File: config.mk
export PLATFORM = sky130hd
export DESIGN_NAME = hc_alu
export DESIGN_NICKNAME = d
export VERILOG_FILES = /design/src/hcb_pkg.sv /design/src/hc_alu.sv
export SDC_FILE = /design/constraint.sdc
export NUM_CORES = 1
export LEC_CHECK = 0
export ABC_CLOCK_PERIOD_IN_PS = 3900
export BUFFER_PORTS_ARGS = -buffer_cell sky130_fd_sc_hd__buf_4
export CAP_MARGIN = 20
export CORE_MARGIN = 2
export CORE_UTILIZATION = 50
export DETAILED_ROUTE_END_ITERATION = 8
export GPL_TIMING_DRIVEN = 1
export PLACE_DENSITY = 0.85
export SYNTH_ARGS = -nofsm -noshare
export SYNTH_HDL_FRONTEND = slang
export SYNTH_SLANG_ARGS = --single-unit
File: constraint.sdc
create_clock -name vclk -period 3.9
set_input_delay 0.195 -clock vclk [all_inputs]
set_output_delay 0.195 -clock vclk [all_outputs]
set_load 0.1 [all_outputs]
File: src/hcb_pkg.sv
package hcb_pkg;

  localparam int WW = 32;

  typedef struct packed {
    logic        req_type;
    logic [7:0]  symbol_index;
    logic [23:0] symbol_weight;
    logic        last_weight;
  } in_word_t;

  typedef struct packed {
    logic [31:0] code_bits;
    logic [5:0]  code_length;
    logic [23:0] entry_weight;
    logic [1:0]  build_status;
  } out_word_t;

  typedef struct packed {
    logic [WW-1:0] sum;
    logic          gt;
    logic          lt;
  } alu_res_t;

  localparam logic        REQ_LOAD    = 1'b0;
  localparam logic [1:0]  STAT_OK     = 2'd0;
  localparam logic [1:0]  STAT_EMPTY  = 2'd1;
  localparam logic [1:0]  STAT_LONG   = 2'd2;

endpackage

File: src/hc_alu.sv
module hc_alu
  import hcb_pkg::*;
(
  input  logic [WW-1:0] x,
  input  logic [WW-1:0] y,
  output alu_res_t      res
);

  // shared adder and magnitude compare
  always_comb begin
    res.sum = x + y;
    res.gt  = (x > y);
    res.lt  = (x < y);
  end

endmodule

==> out/metrics.csv <==
stage,metric,value,unit
outcome,status,"complete, no violations",
drt,wire_per_inst,14.7,µm
placement,dp.final_hpwl,7.11,mm
global_routing,grtUsageTotal,25.1,%
synth,avgSynthCellArea,7.02,µm²
finish,diodes,0,
worst_setup_path,path_cells,"buf_4, ha_1, fa_1, nor2b_1, o21ai_0, nand2_1, a21oi_2, o211ai_1, xnor2_1, buf_4",
floorplanning,io_pins,98,
floorplanning,die-area,6280,µm²
sta,slew_viol_final,0,
drt,via_per_inst,5.77,
synth,yosysSeqAreaShare,0,%
placement,dp_cells,560,
sta,hold_slack,0.914,ns
placement,post_dp_cell_area,3600,µm²
sta,relSlewSlack,59.1,%
power_and_ir_drop,leakage,0.00182,µW
global_routing,overflow,0,
worst_setup_path,crit_type,in -> out,
synth,synth_cell_type_count,66,
finish,most-common-layout-cells,"98 x buf_4, 63 x ha_1, 54 x inv_1, 41 x nor2_1, 35 x a21oi_1",
finish,clkbuf_count,0,
run,drv_cap,0,
worst_setup_path,worstSetupStartpointType,primary input,
cts,post_cts_buffers,0,
sta,finalWorstPathRequiredPeriod,2.79,ns
drt,antenna_left,0,
finish,postLayoutCellArea,3600,µm²
synth,ys_top_cells_by_area,"ha_1 28%, inv_1 7.2%, xnor2_1 7.1%, a21oi_1 6.2%, nor2_1 5.4%",
global_routing,grt_pass1_wl,13.3,mm
finish,design.seq.count,0,
drt,dr_total_vias,3230,
synth,synth_top_area_share,27.9,%
drt,drc,0,
worst_hold_path,min_path_type,in -> out,
global_routing,antenna_found_initial,0,
finish,final_common_cell,buf_4,
floorplanning,die_x,79.2,µm
synth,synthCells,403,
global_routing,grt_max_degree,12,
synth,yosys.area.top_type,ha_1,
synth,synthesis.nets,531,
cts,cts_hold_buf,0,
placement,io_buffer_count,98,
cts,cts_resized,0,
floorplanning,core.rowCount,27,
finish,drive_above_1_share,24.0,%
sta,worst_pin_slew,0.608,ns
power_and_ir_drop,p_per_area,328,nW/µm²
worst_setup_path,cp_max_fo,6,
worst_setup_path,arrival,2.60,ns
sta,report.final.hold_viol_count,0,
finish,finalNetCount,618,
worst_setup_path,crit_end,res[18],
finish,syn_to_final_growth,27.1,%
worst_setup_path,crit_start,y[0],
worst_setup_path,cp-end-kind,output port,
floorplanning,initial_core_util,51.7,%
worst_hold_path,hp-start,y[0],
synth,synthesis.area,2830,µm²
sta,fmaxAchievable,358,MHz
global_routing,grt_pass1_vias,3038,
finish,instances_no_fill,560,
floorplanning,die_h,79.2,µm
power_and_ir_drop,vdd_drop_max,0.270,mV
sta,rsz0062_at_grt,false,
placement,gp_congestion,0.956,
worst_setup_path,path_common_cell,buf_4,
worst_setup_path,critPathMaxStageDelay,0.40,ns
sta,finalCritPeriodShare,71.6,%
finish,regArea,0,µm²
drt,drt_iter0_drc,181,
worst_hold_path,min_path_cells,4,
sta,finalSetupViolations,0,
floorplanning,coreArea,5470,µm²
sta,finalSetupTns,0,ns
worst_setup_path,crit_required,3.70,ns
drt,drtPass1Iterations,5,
drt,drt-total-wl,8.23,mm
finish,utilization,65.7,%
synth,synth.yosys.warnings,0,
worst_setup_path,slowest_stage,fa_1,
-- final cells by class --
class	count	area (µm²)
multi-input combinational	332	2550
fill	504	1880
timing repair buffer	98	736
inverter	58	218
tap	72	90.1
-- kinds of logic (layout without fill, tap and decap cells) --
logic type / Yosys count / count (layout) / share of synthesized area [%]
XOR/XNOR: 26 / 26 / 8.05
AND/OR/NAND/NOR: 120 / 120 / 21.3
buffers and inverters: 71 / 156 / 10.1
AO/OA/AOI/OAI: 122 / 122 / 32.0
adder cells (fa/ha/maj): 64 / 64 / 28.6
-- where the power goes --
group          internal [µW]  switching (µW)  leakage [µW]
combinational            302             878       0.00182
clock                      0               0             0
sequential                 0               0             0
-- synthesized netlist by cell type, drive strengths merged (3+ instances only) --
cell type,count
clkbuf,3
o21ai,13
o211ai,8
nand3,10
o21bai,6
nor2,41
a21oi,36
a21o,13
or2,4
xnor2,23
nor3,10
a211oi,3
ha,63
nand4,8
nand2b,4
inv,58
nor4,7
xor2,3
nor2b,16
o311ai,4
buf,10
nand2,15
o31ai,13
a2111oi,3
-- worst min-delay path by stage --
stage | end | slack (ns)
finish | res[2] | 0.91
global route | res[2] | 0.91
CTS | res[2] | 0.91
detailed placement | res[2] | 0.91
global placement | res[2] | 0.89
floorplan | res[2] | 0.86
-- worst max-delay path: cells and delay by family --
| family | cells | cell delay (ns) |
|---|---|---|
| AOI/OAI and AO/OA | 3 | 0.79 |
| and+or+nand+nor | 2 | 0.35 |
| adders and majority gates | 2 | 0.61 |
| buffers and inverters | 2 | 0.44 |
| xor gates and xnor gates | 1 | 0.21 |
-- per-stage QoR --
stage | total power, µW | setup slack [ns]
3_3_place_gp | 1160 | 1.12
6_report | 1180 | 1.11
4_1_cts | 1180 | 1.11
5_1_grt | 1240 | 0.857
2_1_floorplan | 917 | 0.170
3_5_place_dp | 1170 | 1.11
-- routing by layer --
metal  wire length (µm)  vias to the layer above  track usage (%)
met3                511                       14            0.682
met2               3960                      138             46.4
met5                  0                        -                0
met1               3630                     1471             33.0
met4                133                        0             3.62
li1                   -                     1607                -
Power figures use the tool's default switching activity.
