$ cat src/hc_ram.sv
module hc_ram #(
  parameter int WIDTH = 8,
  parameter int DEPTH = 16
) (
  input  logic                     clk,
  input  logic                     we,
  input  logic [$clog2(DEPTH)-1:0] waddr,
  input  logic [WIDTH-1:0]         wdata,
  input  logic [$clog2(DEPTH)-1:0] raddr,
  output logic [WIDTH-1:0]         rdata
);

  logic [WIDTH-1:0] mem [DEPTH];
  logic [WIDTH-1:0] rdata_r;

  always_ff @(posedge clk) begin
    if (we) begin
      mem[waddr] <= wdata;
    end
    rdata_r <= mem[raddr];
  end

  assign rdata = rdata_r;

endmodule

$ cat config.mk
export PLATFORM = sky130hd
export DESIGN_NAME = hc_ram
export DESIGN_NICKNAME = d
export VERILOG_FILES = /design/src/hc_ram.sv
export SDC_FILE = /design/constraint.sdc
export NUM_CORES = 1
export LEC_CHECK = 0
export ABC_AREA = 1
export BUFFER_PORTS_ARGS = -buffer_cell sky130_fd_sc_hd__buf_2
export CAP_MARGIN = 40
export CORE_MARGIN = 5
export CORE_UTILIZATION = 40
export CTS_CLUSTER_DIAMETER = 150
export DETAILED_ROUTE_END_ITERATION = 10
export GPL_TIMING_DRIVEN = 1
export PLACE_DENSITY = 0.6
export SYNTH_ARGS = -nofsm -noshare
export SYNTH_HDL_FRONTEND = slang
export SYNTH_SLANG_ARGS = --single-unit
$ cat constraint.sdc
create_clock -name clk -period 2.12 [get_ports clk]
set_clock_uncertainty 0.05 [all_clocks]
set_input_delay 0.318 -clock clk [delete_from_list [all_inputs] [get_ports clk]]
set_output_delay 0.318 -clock clk [all_outputs]
set_load 0.01 [all_outputs]
==> run summary, run 1 <==
Of the total synthesized cell area, the portion taken by full adders, half adders and majority gates is 0%. The overall die width works out to 130.1 um. The post-cts resize count is 0. The H-tree generated during clock tree synthesis spans 4 levels. The buffer type at the clock tree root is clkbuf_16.

In this run the post-CTS setup repair buffer count came out at 0. The tools report the final number of max-transition violations as 0. For this run, the share of the core covered by cells in the final layout is 48.60%.

The first global-routing pass estimated 21.07 mm of wire. Setup violations remaining at the end of the flow were counted as 0. On the critical path the largest part of the delay comes from flip-flops. I/O pin count: 26. The share of the yosys chip area belonging to registers was 69.43%; the buffering stage count on the worst path with inverters included was 1. Summed over all instances, the cell type with the most area after synthesis is edfxtp_1. For this configuration, the core starts out at a cell density of 41.23%. After clock tree synthesis, the flow added hold-fix buffers numbering 0. Largest family of logic cells by synthesized area: simple AND/OR/NAND/NOR gates.

After global routing the overflow that remains totals 0. The minimum clock period came out at 1.318 ns. The cell with the largest stage delay on the worst path was dfxtp_1. The analysis attributes to cell leakage a power of 2.953 nW. In the layout the commonest cells are nand2_1 (173), edfxtp_1 (128), inv_1 (100), nand3_1 (97), buf_2 (25).

Average wire per cell in the routed design: 16.91 um. The net count after synthesis came out at 569. The maximum number of pins on one net before global-route repair is 65. STA classifies the critical path endpoint as an output pin.

Port buffering added 25 buffers. The half-perimeter wire length after detailed placement is 8.144 mm. Area share of xor/xnor cells in the synthesized design: 0%. For the combined area of all synthesized cells, the log shows 5767 sq um. TritonCTS built the clock tree. Sorting the synthesized cells by area gives the leading types as edfxtp_1 (67%), nand2_1 (11%), nand3_1 (8.4%). The first TritonRoute pass finished after 4 iterations. Detailed routing inserted a total of 3740 vias.

Type of the worst min-delay path: in -> reg. STA puts the critical path data arrival time at 0.95 ns. The tool flagged a number of max-cap violations equal to 0. The core region is 13990 sq um. Data on the critical path is required at its endpoint by 1.75 ns. The critical path is of the reg -> out type. The biggest fanout along the worst timing path is 1, and the number of standard cells after synthesis is 551. Yosys printed 0 warnings. The number of antenna violations at the first check in global routing is 0.

Setup repair after global routing left no endpoint under its margin. The top-area cell type share of the netlist area is 66.65%. From synthesis to final layout, the design area changed by 17.90%.

VDD sags by at most 0.0004849 V. In this run the remaining antenna-violating nets after routing total 0. The tools report the kind of launch point of the worst setup path as a flip-flop.

Worst-case headroom to the max-slew limit: 58.89%. After layout, the worst path uses 62.16% of the clock period. The wire length reported by the detailed router is 13.27 mm, and the share of cells above drive strength 1 is 12.89%. The detail-routed via count per cell came out at 4.764.

Multiplexer cells account for 0% of the synthesized area. The complex-gate fraction of the synthesized area was 0%. The tools report the number of distinct library cells after synthesis as 12.

The library cell used most frequently in the layout, excluding fill and tap cells, is nand2_1. The run finished with clean final reports. The average instance area after synthesis was 10.47 sq um; the number of buffers inserted during clock tree synthesis was 17.

The run gives 0 as the number of hold violations in the final report. The signal on the critical path passes through buf_2. The run gives 0 ns as the sum of negative setup slack.

The global placement routability congestion is 0.7897, and the insertion delay to the later sink of the worst-skew pair is 0.41 ns. For the timing-limited maximum frequency, the log shows 758.9 MHz. The clock-pin slew reported for the worst setup and hold paths after clock tree synthesis came out at 0.06 ns. In this run the power density over the cells is 972.7 nW/um^2. The final routed DRC violation total is 0, and the net total in the final layout is 610.

The logs give 43 for the number of placement rows and 6.613 mW for the power after layout. The filler cells instantiated in the layout total 1275. In this run, the number of DRC markers left after iteration 0 of detailed routing was 463. Global routing consumed, over all layers together, 16.98% of the routing resources. The die outline height came out at 130.1 um. The overall die area was 16920 sq um. Actual slew at the worst max-slew pin: 0.6157 ns. The clock passes through at most 2 buffers. The number of storage elements in the synthesis netlist is 136, and the delay contributed by the slowest stage of the critical path is 0.38 ns.

The via count of the first global-routing pass was 3729; the count of inserted antenna diode cells was 0. The synthesized-area fraction occupied by and/or/nand/nor cells came out at 21.05%. The tools report the number of sinks handled by clock tree synthesis as 136.
state kept, by name, indices dropped and copies added (netlist names):
signal / count
mem: 128
rdata: 8
cell families (layout without fill, tap and decap cells):
group | Yosys count | after routing
DFF | 136 | 136
and+or+nand+nor | 289 | 289
buffers and inverters | 126 | 180
layer usage:
metal	global-route usage, %	wire length, um	part of all wire (%)
met2	27.64	6639	50
met3	4.830	823	6.2
met4	6.357	241	1.8
met1	21.64	5567	42
met5	0	0	0
stage by stage:
step	setup slack [ns]	instances	instance area (sq um)	hold slack [ns]
5_1_grt	0.7675	785	6799	0.2318
4_1_cts	0.7507	785	6799	0.2023
2_1_floorplan	0.8012	551	5767	0.3669
3_5_place_dp	0.5157	753	6146	0.6120
6_report	0.8023	785	6799	0.2299
3_3_place_gp	0.5194	753	6146	0.6084
synthesized netlist by cell type:
| cell | n |
|---|---|
| inv_1 | 100 |
| edfxtp_1 | 128 |
| nor2_1 | 17 |
| nand3_1 | 97 |
| dfxtp_1 | 8 |
| buf_6 | 6 |
| inv_2 | 2 |
| nand3b_1 | 2 |
| buf_2 | 13 |
| buf_4 | 4 |
| nand2_1 | 173 |
| buf_1 | 1 |
worst paths after layout:
kind | start | end | slack (ns) | cells past startpoint
worst min register to register | mem[9][6]$_DFFE_PP_ | rdata[6]$_DFF_P_ | 0.63 | 6
worst max register to register | mem[11][4]$_DFFE_PP_ | rdata[4]$_DFF_P_ | 1.03 | 6
worst min-delay path | raddr[3] | rdata[6]$_DFF_P_ | 0.23 | 3
worst max-delay path | rdata[5]$_DFF_P_ | rdata[5] | 0.80 | 1
layout make-up:
| class | count | area (sq um) | share of cell area [%] |
|---|---|---|---|
| multi-input combinational | 289 | 1214 | 17.85 |
| sequential | 136 | 4004 | 58.89 |
| inverter | 102 | 382.9 | 5.631 |
| clock inverter | 12 | 196.4 | 2.889 |
| clock buffer | 20 | 456.7 | 6.717 |
| timing repair buffer | 46 | 320.3 | 4.711 |
| tap | 180 | 225.2 | 3.312 |
power by group:
part	internal, mW	switching [mW]	total [mW]
combinational	0.112	0.258	0.370
clock	2.15	1.07	3.22
sequential	3.01	0.0218	3.03
total	5.26	1.35	6.61
No activity file was read; power rests on OpenSTA's default activity.
==> run 2: changes to the inputs <==
PLACE_DENSITY = 0.62   (was 0.6)
clock period = 1.1 ns   (was 2.12 ns; I/O delays follow)
==> run 2 against run 1 <==
Against the previous run: final area grew 3.0%; register-to-register slack got worse by 1.0 ns; routed wire length fell by 1.6%; critical path depth did not move; core utilization up 1.5 points; worst setup slack worse by 0.78 ns; sequential power up 92%.
==> run summary, run 2 (same netlist as run 1, synthesis figures left out) <==
The type of the worst min-delay path is in -> reg (unchanged). The actual slew at the worst max-slew pin was 0.4261 ns (was 0.6157 ns). Kind of launch point of the worst setup path: a flip-flop (unchanged). Buffering stage count on the worst path with inverters included: 1 (unchanged). Kind of capture point of the worst setup path: an output pin (unchanged).

The count of inserted antenna diode cells is 0 (unchanged), and the global placement routability congestion is 0.8269 (was 0.7897). The number of buffer cells added on primary ports is 25 (unchanged), and the timing-limited maximum frequency is 930.2 MHz. The tools report the arrival time of the worst setup path as 0.86 ns (was 0.95 ns). For the global router's overall resource usage, the log shows 16.48% (was 16.98%).

The final routed DRC violation total is 0 (unchanged), and the clock-pin slew reported for the worst setup and hold paths after clock tree synthesis is 0.06 ns (about the same). The overall die area was 16920 sq um (unchanged); the portion of total power attributed to sequential cells was 45.5% (was 45.8%). The average wire per cell in the routed design works out to 16.49 um (was 16.91 um). The logs give 136 (unchanged) for the number of sinks handled by clock tree synthesis and 2.702 mW (was 1.349 mW) for the switching power summed over all nets. Largest vdd supply drop: 0.001011 V (was 0.0004849 V).

The worst-case headroom to the max-slew limit was 71.59% (was 58.89%). The global-route wire length before repair came out at 20.47 mm (was 21.07 mm). The run finished with clean final reports. The overall die width is 130.1 um (unchanged), and the share of cells above drive strength 1 is 16.18% (was 12.89%). Switching power as a share of total power: 21.09% (was 20.40%).

The number of max-capacitance violations reported came out at 0 (unchanged). Via count of the first global-routing pass: 3710 (was 3729). The worst path in the final design needs a cycle of 1.075 ns, including I/O delays and setup.

For the number of standard cells in the final layout excluding fillers, the log shows 792 (was 785). The detail-routed via count per cell came out at 4.894 (was 4.764). For the design internal power, the log shows 10.11 mW (was 5.264 mW). The tools report the maximum count of clock buffers along a single path as 2 (unchanged).

Cell breakdown of the critical path: buf_6 (was buf_2). The run gives 41.23% (unchanged) as the starting utilization of the core area. TritonCTS built the clock tree. The buffer type at the clock tree root was clkbuf_16 (unchanged). The DRC violation total after the first TritonRoute iteration is 475 (was 463). Cell with the largest stage delay on the worst path: dfxtp_2 (was dfxtp_1). The biggest fanout along the worst timing path was 1 (unchanged). Setup repair after global routing could not meet its margin everywhere. For the global route total overflow, the log shows 0 (unchanged). The count of fill cells added during filler insertion was 1232 (was 1275). The flip-flop count of the largest register, all copies and words added is 128 (unchanged). For the number of hold violations in the final report, the log shows 0 (unchanged). The number of placement rows was 43 (unchanged); the residual antenna-violating net count after detailed routing was 0 (unchanged). The register containing the most flip-flops in the final layout was mem (unchanged). The I/O pin count is 26 (unchanged). The die outline height came out at 130.1 um (unchanged). The commonest non-fill, non-tap cell in the layout was nand2_1 (unchanged).

The delay contributed by the slowest stage of the critical path came out at 0.34 ns (was 0.38 ns). The insertion delay to the later sink of the worst-skew pair was 0.42 ns (was 0.41 ns). Dividing the final minimum period by the clock period gives 97.73%. For the setup violation total in the final timing report, the log shows 0 (unchanged). Power per unit of standard cell area: 1829 nW/um^2 (was 972.7 nW/um^2).

The run gives 5 (was 4) as the first-pass detailed-route iteration total. The worst setup path category was reg -> out (unchanged). Cell family contributing the most delay on the critical path: flip-flops (unchanged). The leakage power is 3.019 nW (was 2.953 nW), and the required time at the endpoint of the critical path is 0.88 ns (was 1.75 ns). The run gives 12.81 mW (was 6.613 mW) as the power after layout.

The area growth from synthesis to final layout came out at 21.44% (was 17.90%). The portion of total power attributed to the clock network is 48.3% (was 48.6%), and the maximum number of pins on one net before global-route repair is 38 (was 65). The core footprint came out at 13990 sq um (unchanged). The number of antenna violations at the first check in global routing is 0 (unchanged). The run gives 17 (unchanged) as the number of buffers inserted during clock tree synthesis.

Most frequent cells in the layout: nand2_1 (173), edfxtp_1 (128), inv_1 (100), nand3_1 (92), buf_2 (21) (was nand2_1 (173), edfxtp_1 (128), inv_1 (100), nand3_1 (97), buf_2 (25)). Total instance count after detailed placement: 760 (was 753). The number of hold buffers added after CTS is 0 (unchanged). The count of vias placed by the detailed router is 3876 (was 3740), and the half-perimeter wire length after detailed placement is 8.370 mm (was 8.144 mm). The share of power burned in combinational logic came out at 6.2% (was 5.6%). The wire length reported by the detailed router was 13.06 mm (was 13.27 mm). The tools report the final number of max-transition violations as 0 (unchanged). The depth of the CTS H-tree is 4 (unchanged).

For the net total in the final layout, the log shows 617 (was 610).
-- run 2: cell types whose count changed in the layout (fill, tap and decap cells not counted), sizes merged --
cell / previous run / this run
buf: 46 / 53
clkbuf: 20 / 18
clkinv: 4 / 3
clkinvlp: 2 / 3
inv: 103 / 105
-- run 2: cell type report --
class	count	area (sq um)	share of cell area, %
flip-flops and latches	136	4009	57.24
multi-input cells	289	1251	17.87
repair buffers	53	485.5	6.932
clock buffers	18	429.2	6.128
inverters	102	382.9	5.467
well taps	180	225.2	3.216
clock inverters	14	220.2	3.145
-- run 2: path summary, 6_finish.rpt --
kind,startpoint,to,depth (start not counted),slack (ns)
setup / recovery,rdata[5]$_DFF_P_,rdata[5],1,0.02
hold / removal,raddr[3],rdata[0]$_DFF_P_,3,0.06
setup reg to reg,mem[5][4]$_DFFE_PP_,rdata[4]$_DFF_P_,6,0.02
hold reg to reg,mem[11][7]$_DFFE_PP_,rdata[7]$_DFF_P_,6,0.62
-- run 2: power by group through the flow --
stage | logic, mW | clock network, mW | registers, mW
2_1_floorplan | 0.412 | 0 | 5.95
3_3_place_gp | 0.763 | 0 | 5.94
3_5_place_dp | 0.766 | 0 | 5.94
4_1_cts | 0.781 | 6.25 | 5.83
5_1_grt | 0.872 | 6.51 | 5.84
6_report | 0.790 | 6.19 | 5.83
-- run 2: through the flow --
step	setup slack, ns	area [sq um]	util [%]	setup TNS, ns	hold slack (ns)
after global routing	-0.01739	7003	50.06	-0.06609	0.06416
final	0.02492	7003	50.06	0	0.05889
after global placement	-0.2089	6299	45.03	-7.984	0.4942
after detailed placement	-0.1844	6299	45.03	-9.457	0.4907
after CTS	0.0008919	6964	49.79	0	0.03707
after floorplan	-0.06584	5779	-	-5.636	0.2139
-- run 2: per-layer routing --
metal	global-route usage (%)	vias up	wire, um
met5	0	-	0
met4	5.990	0	251
met3	3.643	17	822
met2	25.23	149	6025
met1	23.23	1837	5960
li1	-	1873	-
-- run 2: what timing repair did --
action	4_1_cts	5_1_grt
setup endpoints to repair	3	10
resized for setup	5	8
setup buffers	0	0
